<file path="src/sv/char_stream_tokenizer_defines.svh">
// assertion macros for the character stream tokenizer
`ifndef CHAR_STREAM_TOKENIZER_DEFINES_SVH
`define CHAR_STREAM_TOKENIZER_DEFINES_SVH

`ifndef SYNTHESIS

// condition holds at every clock edge out of reset
`define CST_ASSERT_HOLDS(label, cond) \
    label: assert property (@(posedge clk) disable iff (!rst_n) (cond)) \
        else $error("tokenizer check failed");

// consequent holds in the same cycle as the antecedent
`define CST_ASSERT_IMPLIES(label, ante, cons) \
    label: assert property (@(posedge clk) disable iff (!rst_n) (ante) |-> (cons)) \
        else $error("tokenizer check failed");

// consequent holds in the cycle after the antecedent
`define CST_ASSERT_NEXT(label, ante, cons) \
    label: assert property (@(posedge clk) disable iff (!rst_n) (ante) |=> (cons)) \
        else $error("tokenizer check failed");

`else

`define CST_ASSERT_HOLDS(label, cond)
`define CST_ASSERT_IMPLIES(label, ante, cons)
`define CST_ASSERT_NEXT(label, ante, cons)

`endif

`endif

</file>
<file path="src/sv/cst_pkg.sv">
// shared types, constants and helpers for the character stream tokenizer
package cst_pkg;

    // longest lexeme the length field counts before saturating
    localparam int MAX_LEXEME = 255;
    localparam int LEN_CAP_INT = (MAX_LEXEME > 255) ? 255 : MAX_LEXEME;
    localparam logic [7:0] LEN_CAP = 8'(LEN_CAP_INT);

    // result queue geometry
    localparam int QUEUE_DEPTH = 4;
    localparam int QPTR_W = $clog2(QUEUE_DEPTH);
    localparam int QCNT_W = $clog2(QUEUE_DEPTH + 1);

    // token kinds beyond the punctuators
    localparam logic [4:0] KIND_MINUS   = 5'd14;
    localparam logic [4:0] KIND_ARROW   = 5'd15;
    localparam logic [4:0] KIND_IDENT   = 5'd16;
    localparam logic [4:0] KIND_NUMBER  = 5'd17;
    localparam logic [4:0] KIND_END     = 5'd18;
    localparam logic [4:0] KIND_INVALID = 5'd19;

    // characters with special handling
    localparam logic [7:0] CHAR_DASH       = 8'h2D;
    localparam logic [7:0] CHAR_GT         = 8'h3E;
    localparam logic [7:0] CHAR_UNDERSCORE = 8'h5F;

    // punctuator characters, kind is the position in this list
    localparam int PUNCT_COUNT = 14;
    localparam logic [7:0] PUNCT_CHARS [PUNCT_COUNT] = '{
        8'h28, 8'h29, 8'h3C, 8'h3E, 8'h5B, 8'h5D, 8'h2A,
        8'h2E, 8'h3D, 8'h2C, 8'h5F, 8'h40, 8'h23, 8'h2B
    };

    // scanner mode
    typedef enum logic [3:0] {
        MODE_IDLE   = 4'b0001,
        MODE_MINUS  = 4'b0010,
        MODE_IDENT  = 4'b0100,
        MODE_NUMBER = 4'b1000
    } mode_t;

    // input item
    typedef struct packed {
        logic [7:0] char_code;
        logic       end_of_text;
    } char_item_t;

    // result item
    typedef struct packed {
        logic [4:0] token_kind;
        logic [7:0] lexeme_length;
        logic       length_saturated;
        logic       last_of_run;
    } token_item_t;

    // scanner state
    typedef struct packed {
        mode_t      mode;
        logic [7:0] run_length;
        logic       run_overflowed;
    } cst_state_t;

    // results of one item
    typedef struct packed {
        logic [1:0]  count;
        token_item_t res0;
        token_item_t res1;
    } step_res_t;

    function automatic logic is_space(input logic [7:0] c);
        return (c == 8'd32) || ((c >= 8'd9) && (c <= 8'd13));
    endfunction

    function automatic logic is_digit(input logic [7:0] c);
        return (c >= 8'h30) && (c <= 8'h39);
    endfunction

    function automatic logic is_alpha(input logic [7:0] c);
        return ((c >= 8'h61) && (c <= 8'h7A)) || ((c >= 8'h41) && (c <= 8'h5A));
    endfunction

endpackage

</file>
<file path="src/sv/cst_step.sv">
// combinational scanner step: next state and up to two tokens for one item
module cst_step (
    input  cst_pkg::cst_state_t  state,
    input  cst_pkg::char_item_t  item,
    output cst_pkg::cst_state_t  state_next,
    output cst_pkg::step_res_t   res
);
    import cst_pkg::*;

    typedef struct packed {
        logic       emit;
        logic [4:0] kind;
        mode_t      mode;
    } start_t;

    // handle a character with no token pending
    function automatic start_t start_char(input logic [7:0] c);
        start_t     s;
        logic       hit;
        logic [4:0] pk;
        s.emit = 1'b0;
        s.kind = KIND_INVALID;
        s.mode = MODE_IDLE;
        hit = 1'b0;
        pk = '0;
        for (int i = 0; i < PUNCT_COUNT; i++) begin
            if (c == PUNCT_CHARS[i]) begin
                hit = 1'b1;
                pk = 5'(i);
            end
        end
        priority if (is_space(c))
        begin
            s.emit = 1'b0;
        end
        else if (hit)
        begin
            s.emit = 1'b1;
            s.kind = pk;
        end
        else if (c == CHAR_DASH)
        begin
            s.mode = MODE_MINUS;
        end
        else if (is_alpha(c))
        begin
            s.mode = MODE_IDENT;
        end
        else if (is_digit(c))
        begin
            s.mode = MODE_NUMBER;
        end
        else
        begin
            s.emit = 1'b1;
        end
        return s;
    endfunction

    start_t      st;
    logic        use_start;
    logic        pre_v;
    logic        post_v;
    token_item_t pre_tok;
    token_item_t post_tok;
    logic [7:0]  c;
    logic        ident_cont;

    assign c = item.char_code;
    assign st = start_char(c);
    assign ident_cont = is_alpha(c) || is_digit(c) || (c == CHAR_UNDERSCORE);

    // token flushed by the pending state, then token of the new character
    always_comb
    begin
        state_next = state;
        use_start = 1'b0;
        pre_v = 1'b0;
        pre_tok = '{token_kind: KIND_MINUS, lexeme_length: 8'd1,
                    length_saturated: 1'b0, last_of_run: 1'b0};
        post_v = 1'b0;
        post_tok = '{token_kind: st.kind, lexeme_length: 8'd1,
                     length_saturated: 1'b0, last_of_run: 1'b1};
        if (item.end_of_text)
        begin
            unique case (state.mode)
                MODE_MINUS:
                begin
                    pre_v = 1'b1;
                end
                MODE_IDENT:
                begin
                    pre_v = 1'b1;
                    pre_tok.token_kind = KIND_IDENT;
                    pre_tok.lexeme_length = state.run_length;
                    pre_tok.length_saturated = state.run_overflowed;
                end
                MODE_NUMBER:
                begin
                    pre_v = 1'b1;
                    pre_tok.token_kind = KIND_NUMBER;
                    pre_tok.lexeme_length = state.run_length;
                    pre_tok.length_saturated = state.run_overflowed;
                end
                default:
                begin
                    pre_v = 1'b0;
                end
            endcase
            post_v = 1'b1;
            post_tok.token_kind = KIND_END;
            post_tok.lexeme_length = 8'd0;
            state_next.mode = MODE_IDLE;
            state_next.run_length = 8'd0;
            state_next.run_overflowed = 1'b0;
        end
        else
        begin
            unique case (state.mode)
                MODE_MINUS:
                begin
                    pre_v = 1'b1;
                    if (c == CHAR_GT)
                    begin
                        pre_tok.token_kind = KIND_ARROW;
                        pre_tok.lexeme_length = 8'd2;
                        state_next.mode = MODE_IDLE;
                    end
                    else
                    begin
                        use_start = 1'b1;
                    end
                end
                MODE_IDENT, MODE_NUMBER:
                begin
                    if ((state.mode == MODE_IDENT) ? ident_cont : is_digit(c))
                    begin
                        // extend the run, saturating at the cap
                        if (state.run_length < LEN_CAP)
                        begin
                            state_next.run_length = state.run_length + 8'd1;
                        end
                        else
                        begin
                            state_next.run_overflowed = 1'b1;
                        end
                    end
                    else
                    begin
                        pre_v = 1'b1;
                        pre_tok.token_kind = (state.mode == MODE_IDENT) ?
                                             KIND_IDENT : KIND_NUMBER;
                        pre_tok.lexeme_length = state.run_length;
                        pre_tok.length_saturated = state.run_overflowed;
                        use_start = 1'b1;
                    end
                end
                default:
                begin
                    use_start = 1'b1;
                end
            endcase
            if (use_start)
            begin
                post_v = st.emit;
                state_next.mode = st.mode;
                state_next.run_length =
                    ((st.mode == MODE_IDENT) || (st.mode == MODE_NUMBER)) ? 8'd1 : 8'd0;
                state_next.run_overflowed = 1'b0;
            end
        end
    end

    // pack results in emission order, last flag on the final one
    always_comb
    begin
        res.count = {1'b0, pre_v} + {1'b0, post_v};
        res.res0 = pre_v ? pre_tok : post_tok;
        res.res0.last_of_run = !(pre_v && post_v);
        res.res1 = post_tok;
        res.res1.last_of_run = 1'b1;
    end

endmodule

</file>
<file path="src/sv/char_stream_tokenizer.sv">
// character stream tokenizer top level: input register, scanner, result queue
// path: a character is held in the input register, then its tokens go into the result queue that feeds the output
// throughput: one character per cycle while the four-entry result queue holds at most
//   two tokens; past that the held character waits, so two-token items under a
//   steady drain settle at one token per cycle
// reset: asynchronous, clears scanner mode, run length, input register and queue
`include "char_stream_tokenizer_defines.svh"

module char_stream_tokenizer (
    input  logic                  clk,
    input  logic                  rst_n,
    input  logic                  char_valid,
    output logic                  char_stall,
    input  cst_pkg::char_item_t   char_item,
    output logic                  token_valid,
    input  logic                  token_stall,
    output cst_pkg::token_item_t  token_item
);
    import cst_pkg::*;

    logic               hold_valid_reg;
    logic               hold_valid_next;
    char_item_t         hold_item_reg;
    cst_state_t         state_reg;
    cst_state_t         state_next;
    step_res_t          step_res;
    token_item_t        q_reg [QUEUE_DEPTH];
    logic [QPTR_W-1:0]  wr_ptr_reg;
    logic [QPTR_W-1:0]  wr_ptr_next;
    logic [QPTR_W-1:0]  rd_ptr_reg;
    logic [QPTR_W-1:0]  rd_ptr_next;
    logic [QCNT_W-1:0]  cnt_reg;
    logic [QCNT_W-1:0]  cnt_next;
    logic               advance;
    logic               char_xfer;
    logic               token_xfer;
    logic [QCNT_W-1:0]  push_n;
    logic               pair_adv;
    logic               end_adv;

    // scanner step on the registered character
    cst_step u_step (
        .state      (state_reg),
        .item       (hold_item_reg),
        .state_next (state_next),
        .res        (step_res)
    );

    // handshakes: the held item moves on when the queue has room for two tokens
    assign advance = hold_valid_reg && (cnt_reg <= QCNT_W'(QUEUE_DEPTH - 2));
    assign char_stall = hold_valid_reg && !advance;
    assign char_xfer = char_valid && !char_stall;
    assign token_valid = (cnt_reg != '0);
    assign token_xfer = token_valid && !token_stall;
    assign token_item = q_reg[rd_ptr_reg];
    assign push_n = advance ? QCNT_W'(step_res.count) : '0;

    // pointer and count update
    always_comb
    begin
        hold_valid_next = char_xfer ? 1'b1 : (advance ? 1'b0 : hold_valid_reg);
        wr_ptr_next = wr_ptr_reg + QPTR_W'(push_n);
        rd_ptr_next = rd_ptr_reg + QPTR_W'(token_xfer);
        cnt_next = cnt_reg + push_n - QCNT_W'(token_xfer);
    end

    // control registers
    always_ff @(posedge clk or negedge rst_n)
    begin
        if (!rst_n)
        begin
            hold_valid_reg <= 1'b0;
            state_reg <= '{mode: MODE_IDLE, run_length: 8'd0, run_overflowed: 1'b0};
            wr_ptr_reg <= '0;
            rd_ptr_reg <= '0;
            cnt_reg <= '0;
        end
        else
        begin
            hold_valid_reg <= hold_valid_next;
            if (advance)
            begin
                state_reg <= state_next;
            end
            wr_ptr_reg <= wr_ptr_next;
            rd_ptr_reg <= rd_ptr_next;
            cnt_reg <= cnt_next;
        end
    end

    // input register payload
    always_ff @(posedge clk)
    begin
        if (char_xfer)
        begin
            hold_item_reg <= char_item;
        end
    end

    // result queue storage, up to two writes per cycle
    always_ff @(posedge clk)
    begin
        if (advance && (step_res.count != 2'd0))
        begin
            q_reg[wr_ptr_reg] <= step_res.res0;
        end
        if (advance && (step_res.count == 2'd2))
        begin
            q_reg[wr_ptr_reg + QPTR_W'(1)] <= step_res.res1;
        end
    end

    // checks
    assign pair_adv = advance && (step_res.count == 2'd2);
    assign end_adv = advance && hold_item_reg.end_of_text;

    `CST_ASSERT_HOLDS(a_queue_bound, cnt_reg <= QCNT_W'(QUEUE_DEPTH))
    `CST_ASSERT_IMPLIES(a_pair_last, pair_adv, !step_res.res0.last_of_run && step_res.res1.last_of_run)
    `CST_ASSERT_NEXT(a_end_idle, end_adv, (state_reg.mode == MODE_IDLE) && (state_reg.run_length == 8'd0))
    `CST_ASSERT_NEXT(a_end_token, end_adv, cnt_reg != '0)

endmodule
</file>
<file path="config.mk">
export PLATFORM = sky130hd
export DESIGN_NAME = char_stream_tokenizer
export DESIGN_NICKNAME = d
export VERILOG_FILES = /design/src/sv/cst_pkg.sv /design/src/sv/cst_step.sv /design/src/sv/char_stream_tokenizer.sv
export VERILOG_INCLUDE_DIRS = /design/src /design/src/sv
export SDC_FILE = /design/constraint.sdc
export NUM_CORES = 1
export LEC_CHECK = 0
export ABC_AREA = 1
export BUFFER_PORTS_ARGS = -buffer_cell sky130_fd_sc_hd__buf_2
export CORE_UTILIZATION = 50
export CTS_CLUSTER_SIZE = 16
export DETAILED_ROUTE_END_ITERATION = 8
export GPL_TIMING_DRIVEN = 0
export PLACE_DENSITY = 0.69
export SETUP_SLACK_MARGIN = 0.2
export SLEW_MARGIN = 30
export SYNTH_ARGS = -nofsm -noshare
export SYNTH_HDL_FRONTEND = slang
export SYNTH_HIERARCHICAL = 1
export SYNTH_SLANG_ARGS = --single-unit
export TNS_END_PERCENT = 20
</file>
<file path="constraint.sdc">
create_clock -name clk -period 3.8 [get_ports clk]
set_input_delay 0.38 -clock clk [delete_from_list [all_inputs] [get_ports clk]]
set_output_delay 0.38 -clock clk [all_outputs]
set_load 0.01 [all_outputs]
</file>
==> run summary <==
Kind of cell adding the most delay to the critical path = adder cells
Fillers = 970
Hold path start = char_item[8]
Worst clock skew = 10.5 ps
Post-route minimum period = 3430 ps
Avg Inst Size Synth = 7.95 um2
Met1 WL = 6.10 mm
Antenna Violating Nets Remaining = 0
DRC viols = 0
CP Max Fanout = 4
Max incr delay on CP = 410 ps
Worst slew margin = 49.0%
1st-iter DRT viols = 409
Outcome = finished clean
Root Driver = clkbuf_8
Most frequently used flop master after synthesis = edfxtp_1
Clock latency on the worst-skew pair = 380 ps
Final setup viols = 0
Slew @ Worst Pin = 762 ps
Fin cells = 893
Number of global-route vias before repair = 4,648
CP most frequent cell = inv_1
Htree depth = 3
Die Ht = 107 um
Asr flop ratio synth = 23.3%
Maximum VDD drop = 0.000301 V
Crit-path cells = inv_1 > nand2_1 > nor3_2 > nand4_1 > nand3_4 > nand3_4 > nand2_1 > o21ai_1 > ha_1 > inv_1 > nor2_1 > inv_1 > ha_1 > inv_1 > ha_1 > fa_1 > xnor2_1 > xor2_1
CTS clock-pin slew for the worst setup and hold paths = 90 ps
Nets = 769
Seq. cell area = 2600 um2
Critical Path RT = 4100 ps
Met2 wire len = 6.78 mm
Reg-to-reg startpoint = hold_item_reg[8]
Synth area leader = edfxtp_1
DR vias/cell = 5.42
Detail Placement HPWL = 10.0 mm
Grt ovf = 0
Syn. warnings = 6
Top routing layer used = met4
CP Launch Type = flop
Initial antenna violation count = 0
Setup TNS = 0 ps
TritonCTS clock tree = done
Cells after Synth = 695
Global-route wire length before repair = 22.8 mm
Most frequent cells in the layout = nand2_1 (200), nand3_1 (76), nor2_1 (73)
Number of synthesized flops with an enable pin = 69
Critical path origin = hold_item_reg[8]
First-pass iteration count of the detailed router = 7
Worst Path Buf+Inv = 4
Inst Count DP = 871
CTS Buf Count = 9
Leak Pwr = 2.75 nW
Tot GR Track Use = 26.2%
# IOs = 30
Fmax achieved = 291 MHz
Die ar. = 11,500 um2
Slowest CP cell = edfxtp_1
Setup CP Type = flop to flop
Share of cells above drive strength 1 = 15.5%
Max cap viols = 0
Ant diodes = 0
Top cells by area, synth = edfxtp_1 (38%), nand2_1 (14%), dfrtp_1 (9.1%), nand3_1 (6.9%), nor2_1 (5.1%)
Clock sinks = 90
Post-Route WL = 14.2 mm
Unique masters post-synth = 41
Met3 wire length = 902 um
Initial cell density of the core = 51.2%
Worst endpoint data arrival time = 3740 ps
Pwr Density = 611 nW/um2
Largest net degree at the start of global routing = 22
Cell Rows = 38
Die extent in x = 107 um
Total core area = 10,800 um2
HP Class = input pin to flop
Fin crit share = 90.4%
Pins Over Slew Limit = 0
Routed vias = 4,844
Synth Register Bits = 90
Drt wl/cell = 15.9 um
RSZ-0062 raised after global routing = false
Share of the synthesized area in the top cell type = 37.5%
Synthesized cell area = 5530 um2
Placer Congestion = 0.899
Hold Vio Cnt, Final = 0
Clock Path Buffers = 2
Sequential area share after synthesis = 47.0%
Area grow syn2layout = 11.6%
Multi-input logic area = 2520 um2
Max FFs per register = 60
Setup crit end kind = flop
Commonest non-fill, non-tap cell in the layout = nand2_1
Port bufs = 29
-- metrics by stage --
stage                     power [mW]  utilization (%)  hold slack [ps]  setup WS [ps]  area (um2)
after floorplan                 2.54                -             84.4            665        5550
after global placement          3.04             54.4              362          -64.9        5870
after detailed placement        3.09             54.4              369           -153        5870
after CTS                       3.73             56.4              171            119        6090
after global routing            4.01             57.1              171            211        6170
final                           3.77             57.1              179            366        6170
-- cell usage after synthesis, types with 3 or more instances --
cell / n
inv_2: 7
nand4_1: 5
buf_2: 5
buf_6: 9
nand2_1: 207
xor2_1: 4
nand2_2: 3
nand2_4: 6
inv_1: 54
buf_4: 12
nor2_1: 75
nor2_2: 5
clkbuf_1: 9
nor3_1: 9
a21oi_1: 16
nand3_1: 76
o21ai_1: 5
ha_1: 7
o21ai_0: 49
edfxtp_1: 69
nand3_2: 3
dfrtp_1: 20
o22ai_1: 15
-- layer usage --
| layer | vias up | global-route usage [%] |
|---|---|---|
| met4 | 0 | 12.4 |
| met1 | 2214 | 33.5 |
| li1 | 2391 | - |
| met2 | 209 | 43.5 |
| met3 | 30 | 4.07 |
| met5 | - | 0 |
-- final timing paths --
kind / slack [ps] / cells after the start / end
max in group asynchronous: 2950 / 2 / state_reg[9]
min in group asynchronous: 490 / 2 / state_reg[6]
max: 370 / 18 / cnt_reg[2]
min: 180 / 1 / hold_item_reg[8]
max reg2reg: 370 / 18 / cnt_reg[2]
min reg2reg: 510 / 2 / state_reg[0]
-- area by class of cell --
| class | instances | area share (%) |
|---|---|---|
| inverter | 63 | 3.88 |
| tap | 140 | 2.84 |
| clock inverter | 6 | 0.933 |
| timing repair buffer | 35 | 3.12 |
| multi-input combinational | 513 | 40.9 |
| clock buffer | 10 | 2.07 |
| sequential | 90 | 42.1 |
| buffer | 36 | 4.14 |
-- power by group --
part | internal (mW) | leakage [nW] | total [mW] | switching [mW]
Sequential | 1.34 | 0.887 | 1.46 | 0.119
Clock | 0.300 | 0.0974 | 0.646 | 0.346
Combinational | 0.510 | 1.77 | 1.67 | 1.16
-- kinds of logic (layout without fill, tap and decap cells) --
| group | count (synthesis) | after routing | share of synthesized area (%) |
|---|---|---|---|
| AO/OA/AOI/OAI | 91 | 91 | 9.01 |
| AND/OR/NAND/NOR | 399 | 399 | 32.0 |
| adder cells (fa/ha/maj) | 8 | 8 | 1.95 |
| flip-flops | 90 | 90 | 47.0 |
| other | 2 | 9 | 0.136 |
| XOR/XNOR | 6 | 6 | 0.951 |
| buffers and inverters | 99 | 150 | 8.90 |
-- worst reg2reg max path: stages (launching register included) --
cell	delay (ps)
edfxtp_1	410
inv_1	70
nand2_1	80
nor3_2	210
nand4_1	260
nand3_4	160
nand3_4	110
nand2_1	150
o21ai_1	110
ha_1	320
inv_1	60
nor2_1	150
inv_1	60
ha_1	280
inv_1	40
ha_1	180
fa_1	380
xnor2_1	180
xor2_1	160
-- timing repair --
action                     in CTS  in global routing
hold endpoints to repair       20                  0
hold buffers                    1                  0
setup buffers                   0                  5
resized for setup               6                 13
setup endpoints to repair      60                 61
pin swaps                       0                  2
(Power assumes the default switching activity.)
